### src/rtl/core/cap_pkg.sv
`timescale 1ns / 1ps

package cap_pkg;

  // Field and datapath widths
  localparam int GainW  = 16;
  localparam int AngW   = 16;
  localparam int ErrW   = AngW + 1;
  localparam int DiffW  = ErrW + 1;
  localparam int DerW   = 26;
  localparam int IntW   = 32;
  localparam int MulAW  = GainW + 1;
  localparam int ProdW  = MulAW + IntW;
  localparam int AccW   = 60;
  localparam int ResW   = AccW - 24;
  localparam int DriveW = 24;
  localparam int CfgAddrW = 3;
  localparam int StageW = 2;

  // Configuration register indexes
  localparam logic [CfgAddrW-1:0] CFG_OUTER_KP = 3'd0;
  localparam logic [CfgAddrW-1:0] CFG_OUTER_KI = 3'd1;
  localparam logic [CfgAddrW-1:0] CFG_OUTER_KD = 3'd2;
  localparam logic [CfgAddrW-1:0] CFG_INNER_KP = 3'd3;
  localparam logic [CfgAddrW-1:0] CFG_INNER_KI = 3'd4;
  localparam logic [CfgAddrW-1:0] CFG_INNER_KD = 3'd5;
  localparam logic [CfgAddrW-1:0] CFG_FLY_EN   = 3'd6;

  // Reset values of the gains
  localparam logic [GainW-1:0] RST_OUTER_KP = 16'd256;
  localparam logic [GainW-1:0] RST_OUTER_KI = 16'd0;
  localparam logic [GainW-1:0] RST_OUTER_KD = 16'd0;
  localparam logic [GainW-1:0] RST_INNER_KP = 16'd179;
  localparam logic [GainW-1:0] RST_INNER_KI = 16'd256;
  localparam logic [GainW-1:0] RST_INNER_KD = 16'd77;

  // dt = 0.005 in Q0.16, derivative scale 1/dt, integral clamp 300.0 in Q.20
  localparam logic signed [MulAW-1:0] DT_Q16      = 17'sd328;
  localparam logic signed [MulAW-1:0] DERIV_SCALE = 17'sd200;
  localparam logic signed [IntW-1:0]  INTEG_LIM   = 32'sd314572800;
  localparam logic signed [IntW-1:0]  INTEG_NEG   = -32'sd314572800;

  // Stage indexes
  localparam logic [StageW-1:0] STG_OUTER_ROLL  = 2'd0;
  localparam logic [StageW-1:0] STG_OUTER_PITCH = 2'd1;
  localparam logic [StageW-1:0] STG_INNER_ROLL  = 2'd2;
  localparam logic [StageW-1:0] STG_INNER_PITCH = 2'd3;

  typedef struct packed {
    logic signed [AngW-1:0] roll_target;
    logic signed [AngW-1:0] pitch_target;
    logic signed [AngW-1:0] roll_angle;
    logic signed [AngW-1:0] pitch_angle;
    logic signed [AngW-1:0] roll_rate;
    logic signed [AngW-1:0] pitch_rate;
    logic [GainW-1:0]       throttle;
  } cap_in_t;

  typedef struct packed {
    logic signed [DriveW-1:0] roll_drive;
    logic signed [DriveW-1:0] pitch_drive;
    logic                     motors_on;
  } cap_out_t;

  // Steps of one PID stage on the shared multiplier
  typedef enum logic [2:0] {
    PH_ERR,     // error, difference, integral reset test
    PH_MUL_DT,  // e * dt
    PH_MUL_D,   // diff * 200, integral update
    PH_MUL_P,   // kp * e, latch derivative
    PH_MUL_I,   // ki * I, start sum
    PH_MUL_K,   // kd * d, add integral term
    PH_ACC,     // add derivative term
    PH_DONE     // shift and saturate
  } cap_phase_t;

  typedef enum logic {
    ST_IDLE,
    ST_RUN
  } cap_state_t;

  typedef struct packed {
    logic       run;
    cap_phase_t phase;
  } cap_ctrl_t;

endpackage

### src/rtl/core/cap_dp.sv
`timescale 1ns / 1ps

module cap_dp (
  input  logic                                clk,
  input  cap_pkg::cap_ctrl_t                  ctrl,
  input  logic signed [cap_pkg::AngW-1:0]     tgt,
  input  logic signed [cap_pkg::AngW-1:0]     meas,
  input  logic signed [cap_pkg::ErrW-1:0]     prev,
  input  logic signed [cap_pkg::IntW-1:0]     integ,
  input  logic [cap_pkg::GainW-1:0]           thr,
  input  logic [cap_pkg::GainW-1:0]           kp,
  input  logic [cap_pkg::GainW-1:0]           ki,
  input  logic [cap_pkg::GainW-1:0]           kd,
  output logic signed [cap_pkg::ErrW-1:0]     err,
  output logic signed [cap_pkg::IntW-1:0]     integ_upd,
  output logic signed [cap_pkg::AngW-1:0]     res_rate,
  output logic signed [cap_pkg::DriveW-1:0]   res_drive
);
  import cap_pkg::*;

  localparam logic signed [ResW-1:0]   RATE_MAX  = ResW'(32767);
  localparam logic signed [ResW-1:0]   RATE_MIN  = ResW'(-32768);
  localparam logic signed [ResW-1:0]   DRIVE_MAX = ResW'(8388607);
  localparam logic signed [ResW-1:0]   DRIVE_MIN = ResW'(-8388608);
  localparam logic signed [IntW:0]     ISUM_MAX  = {INTEG_LIM[IntW-1], INTEG_LIM};
  localparam logic signed [IntW:0]     ISUM_MIN  = {INTEG_NEG[IntW-1], INTEG_NEG};

  logic signed [ErrW-1:0]  e_r;
  logic signed [DiffW-1:0] diff_r;
  logic                    clr_r;
  logic signed [DerW-1:0]  d_r;
  logic signed [ProdW-1:0] prod_r;
  logic signed [AccW-1:0]  acc_r;

  logic signed [DiffW-1:0] diff_c;
  logic signed [IntW:0]    integ_ext;
  logic [IntW:0]           mag_c;
  logic                    clr_c;
  logic signed [MulAW-1:0] mul_a;
  logic signed [IntW-1:0]  mul_b;
  logic signed [ProdW-1:0] mul_p;
  logic signed [IntW:0]    isum;
  logic signed [IntW-1:0]  iclamp;
  logic signed [AccW-1:0]  prod_ext;
  logic signed [AccW-1:0]  acc_nxt;
  logic signed [ResW-1:0]  res;

  // error and integral reset test
  assign err       = {tgt[AngW-1], tgt} - {meas[AngW-1], meas};
  assign diff_c    = {err[ErrW-1], err} - {prev[ErrW-1], prev};
  assign integ_ext = {integ[IntW-1], integ};
  assign mag_c     = integ_ext[IntW] ? ((IntW+1)'(0) - integ_ext) : integ_ext;
  assign clr_c     = !({3'b000, mag_c} < {thr, 20'd0});

  // integral step, clamp to +-300
  assign isum = integ_ext + {{(IntW+1-DerW){prod_r[DerW-1]}}, prod_r[DerW-1:0]};
  always_comb begin
    if (isum > ISUM_MAX) begin
      iclamp = INTEG_LIM;
    end else if (isum < ISUM_MIN) begin
      iclamp = INTEG_NEG;
    end else begin
      iclamp = isum[IntW-1:0];
    end
  end
  assign integ_upd = clr_r ? '0 : iclamp;

  // shared multiplier operand select
  always_comb begin
    case (ctrl.phase)
      PH_MUL_DT: begin
        mul_a = DT_Q16;
        mul_b = {{(IntW-ErrW){e_r[ErrW-1]}}, e_r};
      end
      PH_MUL_D: begin
        mul_a = DERIV_SCALE;
        mul_b = {{(IntW-DiffW){diff_r[DiffW-1]}}, diff_r};
      end
      PH_MUL_P: begin
        mul_a = {1'b0, kp};
        mul_b = {{(IntW-ErrW){e_r[ErrW-1]}}, e_r};
      end
      PH_MUL_I: begin
        mul_a = {1'b0, ki};
        mul_b = integ;
      end
      PH_MUL_K: begin
        mul_a = {1'b0, kd};
        mul_b = {{(IntW-DerW){d_r[DerW-1]}}, d_r};
      end
      default: begin
        mul_a = '0;
        mul_b = '0;
      end
    endcase
  end

  assign mul_p    = ProdW'(mul_a) * ProdW'(mul_b);
  assign prod_ext = {{(AccW-ProdW){prod_r[ProdW-1]}}, prod_r};

  // Q.28 sum: P and D terms carry an extra 2^16
  always_comb begin
    case (ctrl.phase)
      PH_MUL_I: acc_nxt = prod_ext <<< 16;
      PH_MUL_K: acc_nxt = acc_r + prod_ext;
      PH_ACC:   acc_nxt = acc_r + (prod_ext <<< 16);
      default:  acc_nxt = acc_r;
    endcase
  end

  always_ff @(posedge clk) begin
    if (ctrl.run) begin
      prod_r <= mul_p;
      acc_r  <= acc_nxt;
      case (ctrl.phase)
        PH_ERR: begin
          e_r    <= err;
          diff_r <= diff_c;
          clr_r  <= clr_c;
        end
        PH_MUL_P: begin
          d_r <= prod_r[DerW-1:0];
        end
        default: begin
        end
      endcase
    end
  end

  // floor shift by 24, then saturate
  assign res = acc_r[AccW-1:24];

  always_comb begin
    if (res > RATE_MAX) begin
      res_rate = RATE_MAX[AngW-1:0];
    end else if (res < RATE_MIN) begin
      res_rate = RATE_MIN[AngW-1:0];
    end else begin
      res_rate = res[AngW-1:0];
    end
    if (res > DRIVE_MAX) begin
      res_drive = DRIVE_MAX[DriveW-1:0];
    end else if (res < DRIVE_MIN) begin
      res_drive = DRIVE_MIN[DriveW-1:0];
    end else begin
      res_drive = res[DriveW-1:0];
    end
  end

endmodule

### src/rtl/core/cascaded_attitude_pid_top.sv
`timescale 1ns / 1ps

// Channel   Handshake              Word
// in_       in_valid / in_ready    cap_in_t: targets, angles, rates, throttle
// out_      out_valid / out_ready  cap_out_t: roll/pitch drive, motors_on
// cfg_      cfg_we                 cfg_addr selects register, cfg_wdata[15:0]
//
// After acceptance, one word runs as four PID stages of 8 steps each on
// the single shared 17x32 multiplier, and the result goes to the output
// register after that. in_ready is high only while the sequencer is idle.
// A finished word that waits for out_ready does not block the next input;
// the last stage holds only if the output register is still full.
// Reset (rst_n low, synchronous) clears gains to defaults and all PID state.
module cascaded_attitude_pid_top (
  input  logic                              clk,
  input  logic                              rst_n,
  input  logic                              in_valid,
  output logic                              in_ready,
  input  cap_pkg::cap_in_t                  in_data,
  output logic                              out_valid,
  input  logic                              out_ready,
  output cap_pkg::cap_out_t                 out_data,
  input  logic                              cfg_we,
  input  logic [cap_pkg::CfgAddrW-1:0]      cfg_addr,
  input  logic [cap_pkg::GainW-1:0]         cfg_wdata
);
  import cap_pkg::*;

  cap_state_t           state_r, state_nxt;
  cap_phase_t           phase_r, phase_nxt;
  logic [StageW-1:0]    stage_r, stage_nxt;
  cap_ctrl_t            ctrl;
  logic                 load_out;
  logic                 out_free;

  cap_in_t              in_r;
  logic [GainW-1:0]     outer_kp_r, outer_ki_r, outer_kd_r;
  logic [GainW-1:0]     inner_kp_r, inner_ki_r, inner_kd_r;
  logic                 fly_r;

  // per-stage state: 0 outer roll, 1 outer pitch, 2 inner roll, 3 inner pitch
  logic signed [ErrW-1:0]   prev_r  [4];
  logic signed [IntW-1:0]   integ_r [4];

  logic signed [AngW-1:0]   ro_r, po_r;
  logic signed [DriveW-1:0] ri_r;

  logic                     out_valid_r;
  cap_out_t                 out_data_r;

  logic signed [AngW-1:0]   tgt, meas;
  logic [GainW-1:0]         kp, ki, kd;
  logic signed [ErrW-1:0]   err;
  logic signed [IntW-1:0]   integ_upd;
  logic signed [AngW-1:0]   res_rate;
  logic signed [DriveW-1:0] res_drive;

  assign in_ready  = (state_r == ST_IDLE);
  assign out_valid = out_valid_r;
  assign out_data  = out_data_r;
  assign out_free  = !out_valid_r || out_ready;

  assign ctrl.run   = (state_r == ST_RUN);
  assign ctrl.phase = phase_r;

  // ---- config registers ----
  always_ff @(posedge clk) begin
    if (!rst_n) begin
      outer_kp_r <= RST_OUTER_KP;
      outer_ki_r <= RST_OUTER_KI;
      outer_kd_r <= RST_OUTER_KD;
      inner_kp_r <= RST_INNER_KP;
      inner_ki_r <= RST_INNER_KI;
      inner_kd_r <= RST_INNER_KD;
      fly_r      <= 1'b1;
    end else if (cfg_we) begin
      unique case (cfg_addr)
        CFG_OUTER_KP: outer_kp_r <= cfg_wdata;
        CFG_OUTER_KI: outer_ki_r <= cfg_wdata;
        CFG_OUTER_KD: outer_kd_r <= cfg_wdata;
        CFG_INNER_KP: inner_kp_r <= cfg_wdata;
        CFG_INNER_KI: inner_ki_r <= cfg_wdata;
        CFG_INNER_KD: inner_kd_r <= cfg_wdata;
        CFG_FLY_EN:   fly_r      <= cfg_wdata[0];
        default: begin
        end
      endcase
    end
  end

  // ---- sequencer ----
  always_ff @(posedge clk) begin
    if (!rst_n) begin
      state_r <= ST_IDLE;
      phase_r <= PH_ERR;
      stage_r <= STG_OUTER_ROLL;
    end else begin
      state_r <= state_nxt;
      phase_r <= phase_nxt;
      stage_r <= stage_nxt;
    end
  end

  always_comb begin
    state_nxt = state_r;
    phase_nxt = phase_r;
    stage_nxt = stage_r;
    load_out  = 1'b0;
    unique case (state_r)
      ST_IDLE: begin
        phase_nxt = PH_ERR;
        stage_nxt = STG_OUTER_ROLL;
        if (in_valid) begin
          state_nxt = ST_RUN;
        end
      end
      ST_RUN: begin
        if (phase_r != PH_DONE) begin
          phase_nxt = cap_phase_t'(3'(phase_r) + 3'd1);
        end else if (stage_r != STG_INNER_PITCH) begin
          phase_nxt = PH_ERR;
          stage_nxt = stage_r + 2'd1;
        end else if (out_free) begin
          // last stage done: hand the word to the output register
          load_out  = 1'b1;
          state_nxt = ST_IDLE;
          phase_nxt = PH_ERR;
          stage_nxt = STG_OUTER_ROLL;
        end
      end
      default: begin
        state_nxt = ST_IDLE;
      end
    endcase
  end

  always_ff @(posedge clk) begin
    if (in_valid && in_ready) begin
      in_r <= in_data;
    end
  end

  // ---- operand select for the current stage ----
  always_comb begin
    case (stage_r)
      STG_OUTER_ROLL: begin
        tgt  = in_r.roll_target;
        meas = in_r.roll_angle;
      end
      STG_OUTER_PITCH: begin
        tgt  = in_r.pitch_target;
        meas = in_r.pitch_angle;
      end
      STG_INNER_ROLL: begin
        tgt  = ro_r;
        meas = in_r.roll_rate;
      end
      default: begin
        tgt  = po_r;
        meas = in_r.pitch_rate;
      end
    endcase
  end

  // outer stages share one gain set, inner stages the other
  assign kp = stage_r[1] ? inner_kp_r : outer_kp_r;
  assign ki = stage_r[1] ? inner_ki_r : outer_ki_r;
  assign kd = stage_r[1] ? inner_kd_r : outer_kd_r;

  cap_dp u_dp (
    .clk       (clk),
    .ctrl      (ctrl),
    .tgt       (tgt),
    .meas      (meas),
    .prev      (prev_r[stage_r]),
    .integ     (integ_r[stage_r]),
    .thr       (in_r.throttle),
    .kp        (kp),
    .ki        (ki),
    .kd        (kd),
    .err       (err),
    .integ_upd (integ_upd),
    .res_rate  (res_rate),
    .res_drive (res_drive)
  );

  // ---- PID state ----
  always_ff @(posedge clk) begin
    if (!rst_n) begin
      for (int i = 0; i < 4; i++) begin
        prev_r[i]  <= '0;
        integ_r[i] <= '0;
      end
    end else if (ctrl.run) begin
      if (phase_r == PH_ERR) begin
        prev_r[stage_r] <= err;
      end
      if (phase_r == PH_MUL_D) begin
        integ_r[stage_r] <= integ_upd;
      end
    end
  end

  // stage results; outer ones feed the inner targets
  always_ff @(posedge clk) begin
    if (ctrl.run && (phase_r == PH_DONE)) begin
      case (stage_r)
        STG_OUTER_ROLL:  ro_r <= res_rate;
        STG_OUTER_PITCH: po_r <= res_rate;
        STG_INNER_ROLL:  ri_r <= res_drive;
        default: begin
        end
      endcase
    end
  end

  // ---- output register ----
  always_ff @(posedge clk) begin
    if (!rst_n) begin
      out_valid_r <= 1'b0;
    end else if (load_out) begin
      out_valid_r <= 1'b1;
    end else if (out_ready) begin
      out_valid_r <= 1'b0;
    end
  end

  always_ff @(posedge clk) begin
    if (load_out) begin
      out_data_r.roll_drive  <= fly_r ? ri_r : '0;
      out_data_r.pitch_drive <= fly_r ? res_drive : '0;
      out_data_r.motors_on   <= fly_r;
    end
  end

`ifndef ASSERT_OFF
  a_start: assert property (@(posedge clk) disable iff (!rst_n)
    in_valid && in_ready |=> state_r == ST_RUN && stage_r == STG_OUTER_ROLL
                             && phase_r == PH_ERR)
    else $error("sequencer did not start at outer roll");

  a_load_last: assert property (@(posedge clk) disable iff (!rst_n)
    $rose(out_valid_r) |-> $past(stage_r) == STG_INNER_PITCH && $past(phase_r) == PH_DONE)
    else $error("result word loaded before the last stage finished");

  a_off_zero: assert property (@(posedge clk) disable iff (!rst_n)
    out_valid_r && !out_data_r.motors_on |->
      out_data_r.roll_drive == '0 && out_data_r.pitch_drive == '0)
    else $error("drive not zero with motors off");

  a_integ_bound: assert property (@(posedge clk) disable iff (!rst_n)
    integ_r[stage_r] <= INTEG_LIM && integ_r[stage_r] >= INTEG_NEG)
    else $error("integral outside clamp");
`endif

endmodule

### config.mk
export PLATFORM = sky130hd
export DESIGN_NAME = cascaded_attitude_pid_top
export DESIGN_NICKNAME = d
export VERILOG_FILES = /design/src/rtl/core/cap_pkg.sv /design/src/rtl/core/cap_dp.sv /design/src/rtl/core/cascaded_attitude_pid_top.sv
export SDC_FILE = /design/constraint.sdc
export NUM_CORES = 2
export LEC_CHECK = 0
export ABC_AREA = 1
export BUFFER_PORTS_ARGS = -buffer_cell sky130_fd_sc_hd__buf_4
export CELL_PAD_IN_SITES_DETAIL_PLACEMENT = 1
export CELL_PAD_IN_SITES_GLOBAL_PLACEMENT = 1
export CORE_MARGIN = 1
export CORE_UTILIZATION = 49
export CTS_CLUSTER_SIZE = 24
export DETAILED_ROUTE_END_ITERATION = 10
export PLACE_DENSITY_LB_ADDON = 0.1
export SLEW_MARGIN = 30
export SYNTH_ARGS = -nofsm -noshare
export SYNTH_HDL_FRONTEND = slang
export SYNTH_HIERARCHICAL = 1
export SYNTH_SLANG_ARGS = --single-unit
### constraint.sdc
create_clock -name clk -period 8.7 [get_ports clk]
set_input_delay 0 -clock clk [delete_from_list [all_inputs] [get_ports clk]]
set_output_delay 0 -clock clk [all_outputs]
set_load 0.01 [all_outputs]
== Word level (Yosys, flattened, before mapping) ==
Memory sizes are Yosys's and may differ from the RTL's. A register that Yosys moved wholly into a read port is not among the register bits.
Cells that the tools add are included.

* Add/sub/neg operators: 8
* Multipliers: 1
* Order comparisons: 7
* Equality and inequality tests: 20
* Mux-type cells: 54
* Bitwise logic cells: 1
* Reductions and logical operators: 27

{| class="wikitable"
|+ Operators by type and width
! kind !! number
|-
| 60-bit one-hot mux with 3 select lines || 1
|-
| 32-bit 2-to-1 mux || 4
|-
| 32-bit one-hot mux with 4 select lines || 1
|-
| 16-bit one-hot mux with 3 select lines || 2
|-
| 16-bit 2-to-1 mux || 5
|-
| 16-bit one-hot mux with 5 select lines || 1
|-
| 60-bit by 49-bit adder with 60-bit output || 1
|-
| 60-bit adder || 1
|-
| 17-bit by 32-bit multiplier with 49-bit output || 1
|-
| 24-bit 2-to-1 mux || 2
|-
| 36-bit by 16-bit > comparator with 1-bit output, second input constant || 1
|-
| 36-bit by 24-bit > comparator with 1-bit output, second input constant || 1
|-
| 33-bit by 36-bit less-than comparator with 1-bit output || 1
|-
| 36-bit by 16-bit less-than comparator with 1-bit output, second input constant || 1
|-
| 36-bit by 24-bit less-than comparator with 1-bit output, second input constant || 1
|-
| 32-bit by 26-bit adder with 33-bit output || 1
|-
| 33-bit by 30-bit > comparator with 1-bit output, second input constant || 1
|-
| 33-bit by 30-bit less-than comparator with 1-bit output, second input constant || 1
|-
| 33-bit 2-to-1 mux || 1
|-
| 1-bit by 32-bit subtractor with 33-bit output, first input constant || 1
|-
| 32-bit OR reduction || 1
|-
| 2-bit AND reduction || 14
|-
| 3-bit == test, second input constant || 7
|-
| 1-bit 2-to-1 mux || 21
|-
| 28 further kinds || 46
|}

* Register bits: 492
* RAM bits: 196
* Logic and storage cells: 150
* Memories: 2

{| class="wikitable"
|+ Memories
! name !! words !! bits a word !! rd ports !! clocked after memory_dff !! wr ports !! RTL line !! source
|-
| integ_r || 4 || 32 || 1 || 1 || 4 || cascaded_attitude_pid_top.sv:43 || <nowiki>logic signed [IntW-1:0] integ_r [4];</nowiki>
|-
| prev_r || 4 || 17 || 1 || 1 || 4 || cascaded_attitude_pid_top.sv:42 || <nowiki>logic signed [ErrW-1:0] prev_r [4];</nowiki>
|}

== Logic depth before layout (Yosys ltp) ==
* Depth after elaboration: 8
* Mapped depth: 37

== Cells and area by module ==
The synthesis kept the hierarchy.

{| class="wikitable"
|+ By module, submodules not included
! module !! times used !! cells an instance !! area each (µm²)
|-
| cap_dp || 1 || 5,169 || 37,210.7
|-
| cascaded_attitude_pid_top || 1 || 1,956 || 20,803.7
|}

== Worst setup path after synthesis ==
Ideal clock, no wire load.

* Path type: register to register
* From: register phase_r[1]
* To: register u_dp.prod_r[35], data pin
* Library setup time: 0.259 ns
* Data arrival time: 6.692 ns
* Required time: 8.441 ns
* Slack: 1.749 ns
* Stages on the path, launching flop included: 28
* Path buffers: 2
* Cell sequence: dfxtp_1 -> inv_2 -> ha_1 -> nand2_1 -> clkbuf_1 -> nand2_1 -> inv_2 -> buf_2 -> nand2_1 -> fa_1 -> inv_1 -> fa_1 -> fa_1 -> fa_1 -> fa_1 -> inv_1 -> fa_1 -> inv_1 -> ha_1 -> nand2_1 -> nor4_1 -> inv_1 -> o21ai_0 -> a21oi_1 -> o21ai_0 -> nand3_1 -> nand2_1 -> xor2_1

* Cells in the longest elaborated chain, start to end: 4

{| class="wikitable"
|+ Ends and longest elaborated chain
! element !! RTL line !! source
|-
| start, declared || cascaded_attitude_pid_top.sv:30 || <nowiki>cap_phase_t phase_r, phase_nxt;</nowiki>
|-
| start signal, assigned || cascaded_attitude_pid_top.sv:99 || <nowiki>phase_r <= phase_nxt;</nowiki>
|-
| 3-bit by 1-bit == test with 1-bit output or 3-bit by 2-bit == test with 1-bit output (tied branches) || cap_dp.sv:70 || <nowiki>case (ctrl.phase)</nowiki>
|-
| 2-bit OR reduction (no source line) || -- ||
|-
| 32-bit one-hot mux with 4 select lines || cap_dp.sv:70 ||
|-
| 17-bit by 32-bit multiplier with 49-bit output * || cap_dp.sv:98 || <nowiki>assign mul_p = ProdW'(mul_a) * ProdW'(mul_b);</nowiki>
|-
| named net u_dp.mul_p[35] || cap_dp.sv:41 || <nowiki>logic signed [ProdW-1:0] mul_p;</nowiki>
|-
| end signal, assigned || cap_dp.sv:113 || <nowiki>prod_r <= mul_p;</nowiki>
|-
| end, declared || cap_dp.sv:32 || <nowiki>logic signed [ProdW-1:0] prod_r;</nowiki>
|}

Mark *: on every way through the listed nets, which the timed path passes. The rest lies on a longest branch.
A chain may end at the register's enable or synchronous reset.

== Worst setup path after layout ==
* From: register phase_r[0]
* To: register u_dp.prod_r[45], data pin

The elaborated chain is that of the path after synthesis.

==> impl_metrics.env <==
export IMPL_status="finished, final reports clean"
export IMPL_clock_sinks=690
export IMPL_final_nets=8409
export IMPL_syn_nets=8060
export IMPL_final_max_slew_viol_count=0
export IMPL_power_density_nw_per_um2=129
export IMPL_cts_buffers=78
export IMPL_gp_congestion=0.968
export IMPL_ys_seq_area_frac=0.339
export IMPL_hold_viol_final=0
export IMPL_initial_core_util=0.497
export IMPL_cp_data_required_time_ns=9.10
export IMPL_synth_edf_count=584
export IMPL_criticalPathCategory="reg -> reg"
export IMPL_syn_cell_area_um2=58000
export IMPL_final_cells=9072
export IMPL_viasPerCell=5.70
export IMPL_synth_top_cell_by_area="edfxtp_1"
export IMPL_worst_ep_arrival_time_ns=8.81
export IMPL_drt_pre_antenna_iters=6
export IMPL_rr_worst_depth=27
export IMPL_worstHoldPathType="in -> reg"
export IMPL_die_y_um=346
export IMPL_grt_max_degree=99
export IMPL_drt_iter0_markers=4122
export IMPL_grt_pass1_vias=55100
export IMPL_clk_path_buf_depth=3
export IMPL_min_period_over_period=0.967
export IMPL_leakagePower_uw=0.0302
export IMPL_cp_start_kind="flop"
export IMPL_coreArea_um2=117000
export IMPL_dieArea_um2=120000
export IMPL_rsz0062_at_grt="yes"
export IMPL_synth_cell_type_count=58
export IMPL_final_antenna_net_count=0
export IMPL_clk_pin_slew_ns=0.07
export IMPL_max_stage_delay_ns=0.66
export IMPL_cp_max_fo=22
export IMPL_cts_root_buf="clkbuf_16"
export IMPL_grt_util_all_layers=0.368
export IMPL_async_reset_ff_frac=0
export IMPL_fin_crit_ns=8.41
export IMPL_r2r_slack_ns=0.29
export IMPL_critPathTopFamily="adder cells"
export IMPL_worst_hold_path_endpoint="in_r[24]"
export IMPL_fmax_ghz=0.119
export IMPL_end_kind="flop"
export IMPL_yosysMostFrequentCell="nand2_1"
export IMPL_grt_pass1_wl_um=333000
export IMPL_dp_hpwl_um=166000
export IMPL_cts_tree="yes"
export IMPL_setup_ws_ns=0.290
export IMPL_synth_ff_type="edfxtp_1"
export IMPL_via_count=51700
export IMPL_io_pins=187
export IMPL_drc_errors=0
export IMPL_avgRoutedWirePerCell_um=24.3
export IMPL_dp_cells=8766
export IMPL_port_buffer_count=186
export IMPL_yosysWarnings=6
export IMPL_synth_top_cell_area_share=0.302
export IMPL_post_place_ws_ns=-0.0931
export IMPL_wl_um=220000
export IMPL_synth_seq_cells=690
export IMPL_r2r_end="u_dp/prod_r[45]"
export IMPL_nFillCells=14100
export IMPL_clock_skew_ns=0.0442
export IMPL_ys_top_cells_by_count="1435 x nand2_1, 1298 x inv_1, 1075 x nor2_1"
export IMPL_die_w_um=346
export IMPL_final_setup_viol_count=0
export IMPL_worst_path_buf_inv=8
export IMPL_critPathSlowestCell="fa_2"
export IMPL_fin_util=0.563
export IMPL_avgSynthCellArea_um2=8.14
export IMPL_htree_levels=3
export IMPL_synthTopCellsByArea="edfxtp_1 30%, fa_1 17%, nand2_1 9.3%"
export IMPL_ir_drop_mv=0.154
export IMPL_worstSkewPairLatency_ns=0.70
export IMPL_drive_above_1_share=0.0777
export IMPL_timing_rr_start="phase_r[0]"
export IMPL_antenna_found_initial=11
export IMPL_hold_depth=2
export IMPL_syn_inst=7125
export IMPL_syn_to_final_growth_pct=13.3
export IMPL_hold_start="in_data[24]"
export IMPL_drv_cap=0
export IMPL_worstMarginPinSlew_ns=1.03
export IMPL_max_slew_margin_rel=0.314
export IMPL_row_count=125
export IMPL_grt_overflow=0
export IMPL_cp_common_cell="inv_1"
==> worst max path at each step <==
stage          slack, ns         endpoint       start  cells after the start
2_1_floorplan       1.75  u_dp/prod_r[35]  phase_r[1]                     27
3_3_place_gp        0.13  u_dp/prod_r[45]  phase_r[1]                     26
3_5_place_dp       -0.09  u_dp/prod_r[44]  phase_r[1]                     29
4_1_cts             0.05  u_dp/prod_r[44]  phase_r[1]                     29
5_1_grt            -0.04  u_dp/prod_r[45]  phase_r[0]                     29
6_report            0.29  u_dp/prod_r[45]  phase_r[0]                     27
==> sequential cells by signal (all words and copies together), names as in the netlist, 16 cells and up, named ones only <==
signal	cells
integ_r	128
in_r	112
prev_r	68
u_dp/acc_r	60
out_data	49
u_dp/prod_r	49
u_dp/d_r	26
ri_r	24
u_dp/diff_r	18
u_dp/e_r	17
inner_kd_r	16
inner_ki_r	16
inner_kp_r	16
outer_kd_r	16
outer_ki_r	16
outer_kp_r	16
po_r	16
ro_r	16
==> metrics by stage <==
stage / power [µW] / hold WS (ns) / TNS (ns) / cell area, µm²
2_1_floorplan: 4510 / 0.0989 / 0 / 58000
3_3_place_gp: 4910 / 0.178 / 0 / 61500
3_5_place_dp: 4940 / 0.180 / -0.222 / 61500
4_1_cts: 8470 / 0.00200 / 0 / 65600
5_1_grt: 8740 / 0.0119 / -0.0498 / 65700
6_report: 8510 / 0.0147 / 0 / 65800
==> worst register-to-register path, cell delays in order, from the launching register on <==
cell       delay, ns
dfxtp_1         0.53
inv_1           0.17
nor3_4          0.24
buf_12          0.16
buf_4           0.29
nand2_1         0.14
nand3_1         0.28
o21ai_1         0.30
nor2_1          0.48
inv_1           0.18
fa_2            0.66
inv_1           0.12
fa_2            0.53
buf_4           0.22
inv_1           0.10
fa_1            0.53
fa_1            0.46
fa_1            0.54
fa_1            0.56
inv_1           0.05
ha_1            0.39
nand2_1         0.12
nor2_1          0.15
nand2_1         0.10
nor3_1          0.31
nand3_1         0.19
o2111ai_1       0.21
xor2_1          0.13
==> cell type report <==
| cell class | instances | area (µm²) | area share |
|---|---|---|---|
| multi-input cells | 4895 | 32500 | 0.494 |
| flip-flops and latches | 690 | 19700 | 0.299 |
| inverters | 1335 | 5030 | 0.0765 |
| repair buffers | 474 | 3990 | 0.0606 |
| clock buffers | 99 | 2080 | 0.0317 |
| well taps | 1524 | 1910 | 0.0290 |
| clock inverters | 44 | 564 | 0.00858 |
| diodes | 11 | 27.5 | 0.000419 |
==> per-layer routing <==
metal	part of all wire	global-route usage	wire length (µm)	up-vias
met2	0.47	0.617	104000	1873
li1	-	-	-	23300
met1	0.41	0.469	90000	26000
met3	0.068	0.0559	14900	475
met4	0.051	0.164	11200	2
met5	0.000059	0	13	-
==> repair_timing <==
action / in CTS / in global routing
gates resized for setup: 2 / 18
buffers inserted: 0 / 4
endpoints found under the hold margin: 228 / 0
setup endpoints to repair: 3 / 23
hold buffers: 146 / 0
pin swaps: 0 / 2
gates cloned: 0 / 0
==> cell families (layout without fill, tap and decap cells) <==
| family | Yosys count | after routing | share of synthesized area |
|---|---|---|---|
| AOI/OAI and AO/OA | 1061 | 1061 | 0.101 |
| other | 1 | 12 | 0.0000646 |
| DFF | 690 | 690 | 0.339 |
| xor gates and xnor gates | 105 | 105 | 0.0159 |
| buffers and inverters | 1540 | 1952 | 0.104 |
| and+or+nand+nor | 2929 | 2929 | 0.204 |
| adders and majority gates | 799 | 799 | 0.236 |
==> power by group <==
part / internal [µW] / switching (µW) / total [µW] / leakage, µW
combinational: 379 / 796 / 1180 / 0.0224
clock: 2010 / 1500 / 3510 / 0.00129
sequential: 3730 / 92.0 / 3820 / 0.00653
total: 6120 / 2390 / 8510 / 0.0302
==> placed cells by master, fill, tap and decap left out, types with 17 or more instances in the layout <==
master         synthesis  final
or2_2                 27     27
buf_4                  9    320
nor2_2                23     28
a21oi_1              361    361
inv_2                 19     19
clkinv_1              17     24
o21a_1                19     19
nor2_1              1075   1067
a21o_1                18     18
dlygate4sd3_1          0    146
nand2_1             1435   1434
inv_1               1298   1298
ha_1                 305    305
dfxtp_1              106    101
o21ai_0              441    433
xnor2_1               37     37
a31oi_1               52     51
nor3_1                48     46
a221oi_1              23     21
clkbuf_16              0     79
o22ai_1               49     46
edfxtp_1             584    584
nand3_1              220    220
fa_1                 494    492
clkbuf_1             118     17
o21bai_1              25     25
nand4_1               36     36
xor2_1                68     68
(Power assumes the default switching activity.)
